$ cat src/rtl/pkd_pkg.sv
// ----------------------------------------------------------------------------
// Palette key pixel decoder package
// Shared command codes, status codes and controller/datapath interface types.
// ----------------------------------------------------------------------------
package pkd_pkg;

    localparam logic [1:0] CMD_START = 2'd0;
    localparam logic [1:0] CMD_LOAD  = 2'd1;
    localparam logic [1:0] CMD_PIXEL = 2'd2;

    localparam logic [1:0] ST_FOUND = 2'd0;
    localparam logic [1:0] ST_MISS  = 2'd1;
    localparam logic [1:0] ST_FULL  = 2'd2;

    localparam int KeyBytes = 4;

    // Commands from the controller to the datapath.
    typedef struct packed {
        logic take;   // an input item is accepted this cycle
        logic step;   // advance the palette search by one entry
    } t_cmd;

    // Status from the datapath to the controller.
    typedef struct packed {
        logic launch; // the accepted item completed a key and a search must run
        logic done;   // the search ends this cycle (hit or last entry missed)
    } t_stat;

endpackage

$ cat src/rtl/palette_key_pixel_decoder.sv
// ----------------------------------------------------------------------------
// Palette key pixel decoder
// Turns character-keyed palette images into packed 32-bit ARGB pixels.
// ----------------------------------------------------------------------------
// An item is taken when start is high and busy is low. Start, load and
// non-final key characters do not raise busy. A character that completes a key
// searches the palette in load order, one entry per cycle through the palette
// memory read port, and holds busy until a hit or until the last entry has
// missed; an empty palette answers without a search. Each
// result appears for a single cycle with o_result_strobe and cannot be held
// off, so the receiver must take it in that cycle.
// ----------------------------------------------------------------------------
module palette_key_pixel_decoder #(
    parameter int TABLE_DEPTH   = 64,
    parameter int MAX_KEY_CHARS = 4
) (
    input  logic        i_clk,
    input  logic        i_rst_n,
    input  logic        start,
    output logic        busy,
    input  logic        i_cfg_valid,
    output logic        o_cfg_ready,
    input  logic [2:0]  i_cfg_data,
    input  logic [1:0]  i_command,
    input  logic [7:0]  i_key_char,
    input  logic [31:0] i_entry_key,
    input  logic [7:0]  i_red_in,
    input  logic [7:0]  i_green_in,
    input  logic [7:0]  i_blue_in,
    input  logic        i_transparent,
    output logic [31:0] o_pixel_word,
    output logic [1:0]  o_status,
    output logic        o_result_strobe
);

    pkd_pkg::t_cmd  cmd;
    pkd_pkg::t_stat stat;

    assign o_cfg_ready = 1'b1;

    pkd_ctrl u_ctrl (
        .i_clk   (i_clk),
        .i_rst_n (i_rst_n),
        .i_start (start),
        .o_busy  (busy),
        .o_cmd   (cmd),
        .i_stat  (stat)
    );

    pkd_datapath #(
        .TABLE_DEPTH   (TABLE_DEPTH),
        .MAX_KEY_CHARS (MAX_KEY_CHARS)
    ) u_datapath (
        .i_clk         (i_clk),
        .i_rst_n       (i_rst_n),
        .i_cmd         (cmd),
        .o_stat        (stat),
        .i_cfg_valid   (i_cfg_valid),
        .i_cfg_data    (i_cfg_data),
        .i_command     (i_command),
        .i_key_char    (i_key_char),
        .i_entry_key   (i_entry_key),
        .i_red_in      (i_red_in),
        .i_green_in    (i_green_in),
        .i_blue_in     (i_blue_in),
        .i_transparent (i_transparent),
        .o_pixel_word  (o_pixel_word),
        .o_status      (o_status),
        .o_strobe      (o_result_strobe)
    );

endmodule

$ cat src/rtl/pkd_ctrl.sv
// ----------------------------------------------------------------------------
// Palette key pixel decoder controller
// Accepts items and sequences the palette search, one entry per cycle.
// ----------------------------------------------------------------------------
module pkd_ctrl (
    input  logic          i_clk,
    input  logic          i_rst_n,
    input  logic          i_start,
    output logic          o_busy,
    output pkd_pkg::t_cmd o_cmd,
    input  pkd_pkg::t_stat i_stat
);

    localparam logic S_IDLE   = 1'b0;
    localparam logic S_SEARCH = 1'b1;

    logic r_state;
    logic n_state;

    always_comb begin
        n_state    = r_state;
        o_cmd.take = 1'b0;
        o_cmd.step = 1'b0;
        case (r_state)
            S_IDLE: begin
                o_cmd.take = i_start;
                if (i_start && i_stat.launch) begin
                    n_state = S_SEARCH;
                end
            end
            S_SEARCH: begin
                o_cmd.step = 1'b1;
                if (i_stat.done) begin
                    n_state = S_IDLE;
                end
            end
            default: begin
                n_state = S_IDLE;
            end
        endcase
    end

    assign o_busy = (r_state != S_IDLE);

    always_ff @(posedge i_clk) begin
        if (!i_rst_n) begin
            r_state <= S_IDLE;
        end else begin
            r_state <= n_state;
        end
    end

endmodule

$ cat src/rtl/pkd_datapath.sv
// ----------------------------------------------------------------------------
// Palette key pixel decoder datapath
// Holds the palette memories, gathers key characters and compares keys.
// ----------------------------------------------------------------------------
module pkd_datapath #(
    parameter int TABLE_DEPTH   = 64,
    parameter int MAX_KEY_CHARS = 4
) (
    input  logic           i_clk,
    input  logic           i_rst_n,
    input  pkd_pkg::t_cmd  i_cmd,
    output pkd_pkg::t_stat o_stat,
    input  logic           i_cfg_valid,
    input  logic [2:0]     i_cfg_data,
    input  logic [1:0]     i_command,
    input  logic [7:0]     i_key_char,
    input  logic [31:0]    i_entry_key,
    input  logic [7:0]     i_red_in,
    input  logic [7:0]     i_green_in,
    input  logic [7:0]     i_blue_in,
    input  logic           i_transparent,
    output logic [31:0]    o_pixel_word,
    output logic [1:0]     o_status,
    output logic           o_strobe
);

    localparam int AddrW = (TABLE_DEPTH > 1) ? $clog2(TABLE_DEPTH) : 1;
    localparam int CntW  = $clog2(TABLE_DEPTH + 1);
    localparam int KeyLimInt = (MAX_KEY_CHARS < pkd_pkg::KeyBytes) ?
                               MAX_KEY_CHARS : pkd_pkg::KeyBytes;
    localparam logic [2:0] KeyLim = 3'(KeyLimInt);
    localparam logic [CntW-1:0] DepthCnt = CntW'(TABLE_DEPTH);

    logic [31:0] r_key_mem   [TABLE_DEPTH];
    logic [31:0] r_color_mem [TABLE_DEPTH];

    logic [2:0]      r_cpp;
    logic [CntW-1:0] r_entry_count;
    logic [1:0]      r_char_pos;
    logic [23:0]     r_partial_key;
    logic [31:0]     r_key;
    logic [CntW-1:0] r_idx;
    logic [31:0]     r_rd_key;
    logic [31:0]     r_rd_color;
    logic            r_cmp_vld;
    logic            r_cmp_last;
    logic [31:0]     r_pixel_word;
    logic [1:0]      r_status;
    logic            r_strobe;

    logic [2:0]  eff_cpp;
    logic        complete;
    logic [31:0] key_word;
    logic        table_full;
    logic        issue;
    logic        hit;
    logic        last_miss;
    logic        do_write;
    logic        n_strobe;

    always_comb begin
        eff_cpp = r_cpp;
        if (eff_cpp == 3'd0) begin
            eff_cpp = 3'd1;
        end
        if (eff_cpp > KeyLim) begin
            eff_cpp = KeyLim;
        end
    end

    assign complete = (({1'b0, r_char_pos} + 3'd1) >= eff_cpp);

    always_comb begin
        case (r_char_pos)
            2'd0:    key_word = {8'd0, r_partial_key[23:8], i_key_char};
            2'd1:    key_word = {8'd0, r_partial_key[23:16], i_key_char, r_partial_key[7:0]};
            2'd2:    key_word = {8'd0, i_key_char, r_partial_key[15:0]};
            default: key_word = {i_key_char, r_partial_key};
        endcase
    end

    assign table_full = (r_entry_count == DepthCnt);
    assign do_write   = i_cmd.take && (i_command == pkd_pkg::CMD_LOAD) && !table_full;
    assign issue      = i_cmd.step && (r_idx < r_entry_count);
    assign hit        = r_cmp_vld && (r_rd_key == r_key);
    assign last_miss  = r_cmp_vld && r_cmp_last && !hit;

    // A result follows a refused load, a key finished against an empty palette,
    // or the end of a search.
    assign n_strobe = (i_cmd.take && (i_command == pkd_pkg::CMD_LOAD) && table_full)
                   || (i_cmd.take && (i_command == pkd_pkg::CMD_PIXEL) && complete
                       && (r_entry_count == '0))
                   || (i_cmd.step && (hit || last_miss));

    assign o_stat.launch = (i_command == pkd_pkg::CMD_PIXEL) && complete
                           && (r_entry_count != '0);
    assign o_stat.done   = hit || last_miss;

    // Palette memories: one write port for loads, one registered read for the search.
    always_ff @(posedge i_clk) begin
        if (do_write) begin
            r_key_mem[r_entry_count[AddrW-1:0]]   <= i_entry_key;
            r_color_mem[r_entry_count[AddrW-1:0]] <= i_transparent ? 32'd0 :
                {8'hFF, i_red_in, i_green_in, i_blue_in};
        end
        if (issue) begin
            r_rd_key   <= r_key_mem[r_idx[AddrW-1:0]];
            r_rd_color <= r_color_mem[r_idx[AddrW-1:0]];
        end
    end

    always_ff @(posedge i_clk) begin
        if (!i_rst_n) begin
            r_cpp         <= 3'd1;
            r_entry_count <= '0;
            r_char_pos    <= 2'd0;
            r_partial_key <= 24'd0;
            r_idx         <= '0;
            r_cmp_vld     <= 1'b0;
            r_cmp_last    <= 1'b0;
            r_strobe      <= 1'b0;
        end else begin
            r_strobe <= n_strobe;
            if (i_cfg_valid) begin
                r_cpp <= i_cfg_data;
            end
            if (i_cmd.take) begin
                r_cmp_vld <= 1'b0;
                case (i_command)
                    pkd_pkg::CMD_START: begin
                        r_entry_count <= '0;
                        r_char_pos    <= 2'd0;
                        r_partial_key <= 24'd0;
                    end
                    pkd_pkg::CMD_LOAD: begin
                        if (!table_full) begin
                            r_entry_count <= r_entry_count + CntW'(1);
                        end
                    end
                    pkd_pkg::CMD_PIXEL: begin
                        if (!complete) begin
                            r_char_pos    <= r_char_pos + 2'd1;
                            r_partial_key <= key_word[23:0];
                        end else begin
                            r_char_pos    <= 2'd0;
                            r_partial_key <= 24'd0;
                            r_idx         <= '0;
                        end
                    end
                    default: begin
                    end
                endcase
            end
            if (i_cmd.step) begin
                r_cmp_vld  <= issue && !(hit || last_miss);
                r_cmp_last <= ((r_idx + CntW'(1)) == r_entry_count);
                if (issue) begin
                    r_idx <= r_idx + CntW'(1);
                end
            end
        end
    end

    // Result payload.
    always_ff @(posedge i_clk) begin
        if (i_cmd.take) begin
            r_pixel_word <= 32'd0;
            r_status     <= (i_command == pkd_pkg::CMD_LOAD) ? pkd_pkg::ST_FULL
                                                             : pkd_pkg::ST_MISS;
            r_key        <= key_word;
        end else if (i_cmd.step && hit) begin
            r_pixel_word <= r_rd_color;
            r_status     <= pkd_pkg::ST_FOUND;
        end else if (i_cmd.step && last_miss) begin
            r_pixel_word <= 32'd0;
            r_status     <= pkd_pkg::ST_MISS;
        end
    end

    assign o_pixel_word = r_pixel_word;
    assign o_status     = r_status;
    assign o_strobe     = r_strobe;

    a_count_bound: assert property (@(posedge i_clk) disable iff (!i_rst_n)
        r_entry_count <= DepthCnt)
        else $error("palette entry count exceeds the table depth");

    a_pos_bound: assert property (@(posedge i_clk) disable iff (!i_rst_n)
        {1'b0, r_char_pos} < KeyLim || r_char_pos == 2'd0)
        else $error("key character position beyond the key limit");

    a_done_emits: assert property (@(posedge i_clk) disable iff (!i_rst_n)
        (i_cmd.step && o_stat.done) |=> r_strobe)
        else $error("search ended without a result");

    a_zero_on_fail: assert property (@(posedge i_clk) disable iff (!i_rst_n)
        (r_strobe && r_status != pkd_pkg::ST_FOUND) |-> (r_pixel_word == 32'd0))
        else $error("failed lookup carries a non-zero pixel");

endmodule
$ cat config.mk
export PLATFORM = sky130hd
export DESIGN_NAME = palette_key_pixel_decoder
export DESIGN_NICKNAME = d
export VERILOG_FILES = /design/src/rtl/pkd_pkg.sv /design/src/rtl/palette_key_pixel_decoder.sv /design/src/rtl/pkd_ctrl.sv /design/src/rtl/pkd_datapath.sv
export SDC_FILE = /design/constraint.sdc
export NUM_CORES = 2
export LEC_CHECK = 0
export BUFFER_PORTS_ARGS = -buffer_cell sky130_fd_sc_hd__buf_2
export CELL_PAD_IN_SITES_DETAIL_PLACEMENT = 0
export CELL_PAD_IN_SITES_GLOBAL_PLACEMENT = 2
export CORE_MARGIN = 2
export CORE_UTILIZATION = 51
export CTS_CLUSTER_SIZE = 12
export DETAILED_ROUTE_END_ITERATION = 8
export MAX_ROUTING_LAYER = met4
export PLACE_DENSITY_LB_ADDON = 0.05
export SLEW_MARGIN = 5
export SYNTH_ARGS = -nofsm -noshare
export SYNTH_HDL_FRONTEND = slang
export SYNTH_SLANG_ARGS = --single-unit
$ cat constraint.sdc
create_clock -name i_clk -period 8.1 [get_ports i_clk]
set_input_delay 0.81 -clock i_clk [delete_from_list [all_inputs] [get_ports i_clk]]
set_output_delay 0.81 -clock i_clk [all_outputs]
set_load 0.05 [all_outputs]
== Word level (Yosys, flattened, before mapping) ==
Memories as Yosys holds them, arrays and structs flattened. A register that Yosys moved wholly into a read port is not among the register bits.
Index checks and enable logic that the tools add are counted.
Cells by class
  multiplexer cells: 30
  reductions and logical operators: 35
  add/sub/neg operators: 4
  bitwise operators: 1
  order comparisons: 3
  eq/ne operators: 8
Operators by type and width (number)
  32-bit 2-to-1 mux: 3
  32-bit one-hot mux with 3 select lines: 1
  24-bit one-hot mux with 2 select lines: 1
  7-bit 2-to-1 mux: 6
  32-bit equality test: 1
  24-bit 2-to-1 mux: 1
  1-bit logical AND: 17
  7-bit by 1-bit adder with 7-bit output, second input constant: 2
  7-bit one-hot mux with 2 select lines: 1
  2-bit 2-to-1 mux: 5
  1-bit 2-to-1 mux: 8
  2-bit nonzero test: 4
  7-bit equality test: 1
  7-bit equality test, second input constant: 1
  7-bit logical NOT: 1
  7-bit less-than comparator: 1
  7-bit nonzero test: 1
  3-bit 2-to-1 mux: 2
  2-bit by 1-bit equality test with 1-bit output, second input constant: 2
  2-bit equality test, second input constant: 2
  2-bit logical NOT: 2
  2-bit one-hot mux with 2 select lines: 1
  2-bit by 1-bit adder with 3-bit output, second input constant: 1
  3-bit >= comparator: 1
  other kinds (11): 15
Word-level totals
  flip-flop bits (word level): 113
  memories: 2
  bits of input ports: 74
  RAM bits: 4096
  logic and storage cells: 95
Memory list
  u_datapath.r_color_mem: depth 64, bits a word 32, read ports 1, clocked after memory_dff 1, write ports 1, RTL line pkd_datapath.sv:35  | logic [31:0] r_color_mem [TABLE_DEPTH];
  u_datapath.r_key_mem: depth 64, bits a word 32, read ports 1, clocked after memory_dff 1, write ports 1, RTL line pkd_datapath.sv:34  | logic [31:0] r_key_mem [TABLE_DEPTH];

== Longest topological paths before layout ==
  depth after elaboration: 10
  depth in mapped cells: 13
  gate-level depth less buffers: 9

== Modules after synthesis ==
Synthesis repeated with hierarchy kept, for this count alone.
Unflattened totals
  cell total of the unflattened synthesis: 6501
  area, all modules: 145816.1 um^2
By module, submodules not included
  pkd_datapath: seq. area each 113699.0 um^2, instances 1, cells an instance 6494, area each 145751.0 um^2
  pkd_ctrl: seq. area each 20.0 um^2, instances 1, cells an instance 5, area each 53.8 um^2
  palette_key_pixel_decoder: seq. area each 0.0 um^2, instances 1, cells an instance 2, area each 11.3 um^2

== Worst setup path before layout ==
Ideal clock, no wire load.
  kind: input to register
  start point: in i_command[1]
  end point: mem u_datapath.r_color_mem[31][0], enable pin
  data arrival time: 5.537 ns
  slack: 2.009 ns
  library setup time: 0.554 ns
  required time: 7.546 ns
  stages on the path: 4
  buffers on the path: 0
  cell sequence: nor3b_1 > nand2_1 > a21oi_1 > nor3b_1
On the way
  word-level cells in the longest chain between the ends: 5
RTL lines
  start, declared: RTL line palette_key_pixel_decoder.sv:24  | input logic [1:0] i_command,
  2-bit by 1-bit equality test with 1-bit output: RTL line pkd_datapath.sv:83  | assign do_write = i_cmd.take && (i_command == pkd_pkg::CMD_LOAD) && !table_full;
  1-bit logical AND (2 in a row): RTL line pkd_datapath.sv:83
  1-bit 2-to-1 mux: RTL line pkd_datapath.sv:101  | if (do_write) begin
  1-bit 2-to-1 mux: RTL line pkd_datapath.sv:103  | r_color_mem[r_entry_count[AddrW-1:0]] <= i_transparent ? 32'd0 :
  end, declared: RTL line pkd_datapath.sv:35
No other way between the ends.

== Final worst setup path ==
  start point: reg u_datapath.r_entry_count[0]
  end point: mem u_datapath.r_key_mem[5][13], enable pin
On the way
  word-level cells in the longest chain between the ends: 5
RTL lines
  start, declared: RTL line pkd_datapath.sv:38  | logic [CntW-1:0] r_entry_count;
  start signal, assigned: RTL line pkd_datapath.sv:137  | r_entry_count <= r_entry_count + CntW'(1);
  7-bit equality test: RTL line pkd_datapath.sv:82  | assign table_full = (r_entry_count == DepthCnt);
  1-bit logical NOT: RTL line pkd_datapath.sv:83
  1-bit logical AND: RTL line pkd_datapath.sv:83
  1-bit 2-to-1 mux: RTL line pkd_datapath.sv:101
  1-bit 2-to-1 mux (implied by the code): RTL line pkd_datapath.sv:102  | r_key_mem[r_entry_count[AddrW-1:0]] <= i_entry_key;
  end, declared: RTL line pkd_datapath.sv:34
Several ways; a longest one is shown, not always the timed one.

==> impl_results.md <==
- Crit path DAT: 5360 ps
- Antenna viol nets, final: 0
- Leakage: between 50 and 60 nW
- Slew HR: a little over an eighth
- Top-area cell type share of the netlist area: just under 80%
- Gpl congestion: 0.822
- Setup Crit Path Kind: reg -> reg
- Clock power frac: 43.5%
- Total GRT Usage: about 31%
- Clock sink count: between 3000 and 4000
- Row count: ~200
- Die Y: 537 um
- Top area cells in the synthesized netlist: edfxtp_1 78%, mux4_2 14%, dfxtp_1 1.0%, mux2i_1 0.77%, a22o_1 0.65%
- Hold Path Class: in -> reg
- Commonest non-fill, non-tap cell in the layout: edfxtp_1
- Largest area contributor in the netlist: edfxtp_1
- Post-synth ARST share: 0%
- Worst Max-Slew Pin Slew: roughly 1300 ps
- Die W: about 540 um
- Startpoint types: flop
- Core Area: 282000 sq um
- Mapped Avg Cell Area: roughly 23 sq um
- Critical path peak fanout: 30
- DRC: 0
- Post-Route Setup TNS: 0 ps
- Max Root-Sink Buffers: 4
- Switch Pwr: about 0.008 W
- Die area: between 200000 and 300000 sq um
- Slew Limit Fails: 0
- #FFs+latches synth: between 3000 and 4000
- Fin nets: around 6900
- Total CTS buffers: 398
- P&R area growth vs syn: 12.7%
- Vias/cell: ~6.6
- DR vias: around 72000
- Starting Density: between 50% and 60%
- Total congestion overflow: 0
- Postcts setup bufs: 0
- Status: finished clean
- Non-Filler Instances: between 10000 and 15000
- I/O Pins: between 100 and 150
- TritonRoute pass-1 iters: 5
- GR Util met2: a little under half
- Crit-path max cell delay: about 1300 ps
- Dpl hpwl: ~250000 um
- Comb power frac: 1.3%
- Sequential fraction of the synthesis area: 78.6%
- Avg WL per Cell: around 40 um
- Post-synth EDFFs: 3739
- Initial DRC Count: 10000
- Worst path bufs/invs: 2
- RSZ-0062 raised after global routing: false
- Routed WL: approximately 430000 um
- GR peak layer: met2
- Mapped Area: approximately 140000 sq um
- Internal power: between 0.03 and 0.04 W
- Tmin final: ~4800 ps
- Cell Chain, Critical Path: inv_1, ha_1, and2_1, a21oi_1, nand4_1, nor2_4, buf_4
- Layout cells sized above 1: a little over a quarter
- Commonest non-fill, non-tap cells in the layout: 3739 x edfxtp_1, 900 x mux4_2, 405 x clkbuf_16, 225 x buf_4, 161 x nand2_1
- Endpoints failing setup: 0
- Met1 Use GR: between 40 and 50%
- Final Skew: ~30 ps
- # fillers: 20500
- Placed instance area: between 150000 and 200000 sq um
- Clk slew on worst S/H paths: approximately 60 ps
- Dominant synthesized flop cell: edfxtp_1
- Max cap viols: 0
- Clk root buf: clkbuf_16
- Met3 GRT Util: roughly 5.7%
- First-pass GRT wire length: just under 600000 um
- Pin count of the biggest net entering global routing: about 120
- CP max-delay cell: nor2_4
- Setup crit end kind: flop
- Final Cell Area: approximately 160000 sq um
- TritonCTS clock tree: built
- Clock Latency Late Sink: ~940 ps
- # placed instances: ~10000
- Htree depth: 5
- Vias in the first global route: roughly 71000
- Hold Vio Cnt, Final: 0
- Power per cell area: between 200 and 250 nW/um^2
- Netlist cell types: 59
- Final period util: between 50 and 60%
- Total number of yosys warnings: 0
- Syn Nets: roughly 6500
- Top delay family on crit path: simple AND/OR/NAND/NOR gates
- Switching Fraction: roughly a fifth
- Initial antenna violation count: 43
- Gate Count Post-Synth: 6430
- Max Clock Freq: between 200 and 250 MHz
- Worst VDD drop: between 150 and 200 uV
- Port buffer count: 109
- WP data required: 8670 ps
- Flop pwr share: a little under three fifths
- Hold buffers post-CTS: 0
- PostCTS Resize Cnt: 0
[registers in the layout (all words and copies together), names as in the netlist]
signal,flops
u_ctrl.o_busy,1
u_datapath.o_pixel_word,25
u_datapath.o_status,2
u_datapath.o_strobe,1
u_datapath.r_char_pos,2
u_datapath.r_cmp_last,1
u_datapath.r_cmp_vld,1
u_datapath.r_color_mem,1600
u_datapath.r_cpp,3
u_datapath.r_entry_count,7
u_datapath.r_idx,7
u_datapath.r_key,32
u_datapath.r_key_mem,2048
u_datapath.r_partial_key,24
u_datapath.r_rd_color,25
u_datapath.r_rd_key,32
[through the flow]
step                      util [%]  worst slack, ps  total power (W)  hold WS (ps)
after floorplan                  -             2010           0.0222           442
after global placement        53.5             2870           0.0226           448
after detailed placement      53.5             2980           0.0226           453
after CTS                     57.8             3370           0.0395          54.5
after global routing          57.8             3160           0.0403          99.6
final                         57.8             3310           0.0393           103
[final cells by class]
class | instances | area [sq um] | area share, %
Clock inverter | 168 | 1240 | 0.762
Timing Repair Buffer | 360 | 2790 | 1.71
Inverter | 28 | 113 | 0.0690
Multi-Input combinational cell | 2227 | 29800 | 18.3
Sequential cell | 3811 | 114000 | 69.7
Clock buffer | 532 | 10700 | 6.58
Tap cell | 3743 | 4680 | 2.87
Antenna cell | 14 | 35.0 | 0.0215
[final timing paths]
path	cells after the start	to	from	slack [ps]
worst max-delay path	7	u_datapath.r_key_mem[5][13]	u_datapath.r_entry_count[0]	3310
worst min register to register	1	u_datapath.o_pixel_word[18]	u_datapath.r_rd_color[18]	470
worst min-delay path	3	u_datapath.r_cpp[0]	i_cfg_data[0]	100
worst max register to register	7	u_datapath.r_key_mem[5][13]	u_datapath.r_entry_count[0]	3310
[power groups by stage]
stage	Sequential, W	Clock [W]	Combinational [W]
after floorplan	0.0221	0	0.000150
after global placement	0.0221	0	0.000496
after detailed placement	0.0221	0	0.000520
after CTS	0.0217	0.0173	0.000520
after global routing	0.0217	0.0181	0.000554
final	0.0217	0.0171	0.000520
[worst min-delay path, stage by stage]
cell	delay (ps)
buf_2	80
nand2_1	40
o211ai_1	60
[Yosys cell counts (all sizes together), types with 28 or more instances]
library cell / number
edfxtp: 3739
mux4: 900
buf: 191
clkbuf: 173
nand2: 166
nor2: 160
a21oi: 125
mux2i: 111
a22o: 107
a221oi: 96
o22ai: 80
o221ai: 74
dfxtp: 72
o21ai: 58
a31oi: 50
nor2b: 48
a22oi: 37
nand3: 28
[per-layer routing]
layer	part of all wire, %	vias up
li1	-	28300
met1	41	39600
met2	48	3701
met3	9.3	552
met4	2.4	0
met5	0	-
[kinds of logic after synthesis]
| group | share of synthesized area (%) |
|---|---|
| AOI/OAI and AO/OA | 3.39 |
| xor gates and xnor gates | 0.206 |
| adders and majority gates | 0.147 |
| buffers and inverters | 1.40 |
| DFF | 78.6 |
| muxes | 14.8 |
| other | 0.00259 |
| and+or+nand+nor | 1.47 |
No activity file was read; power rests on OpenSTA's default activity.
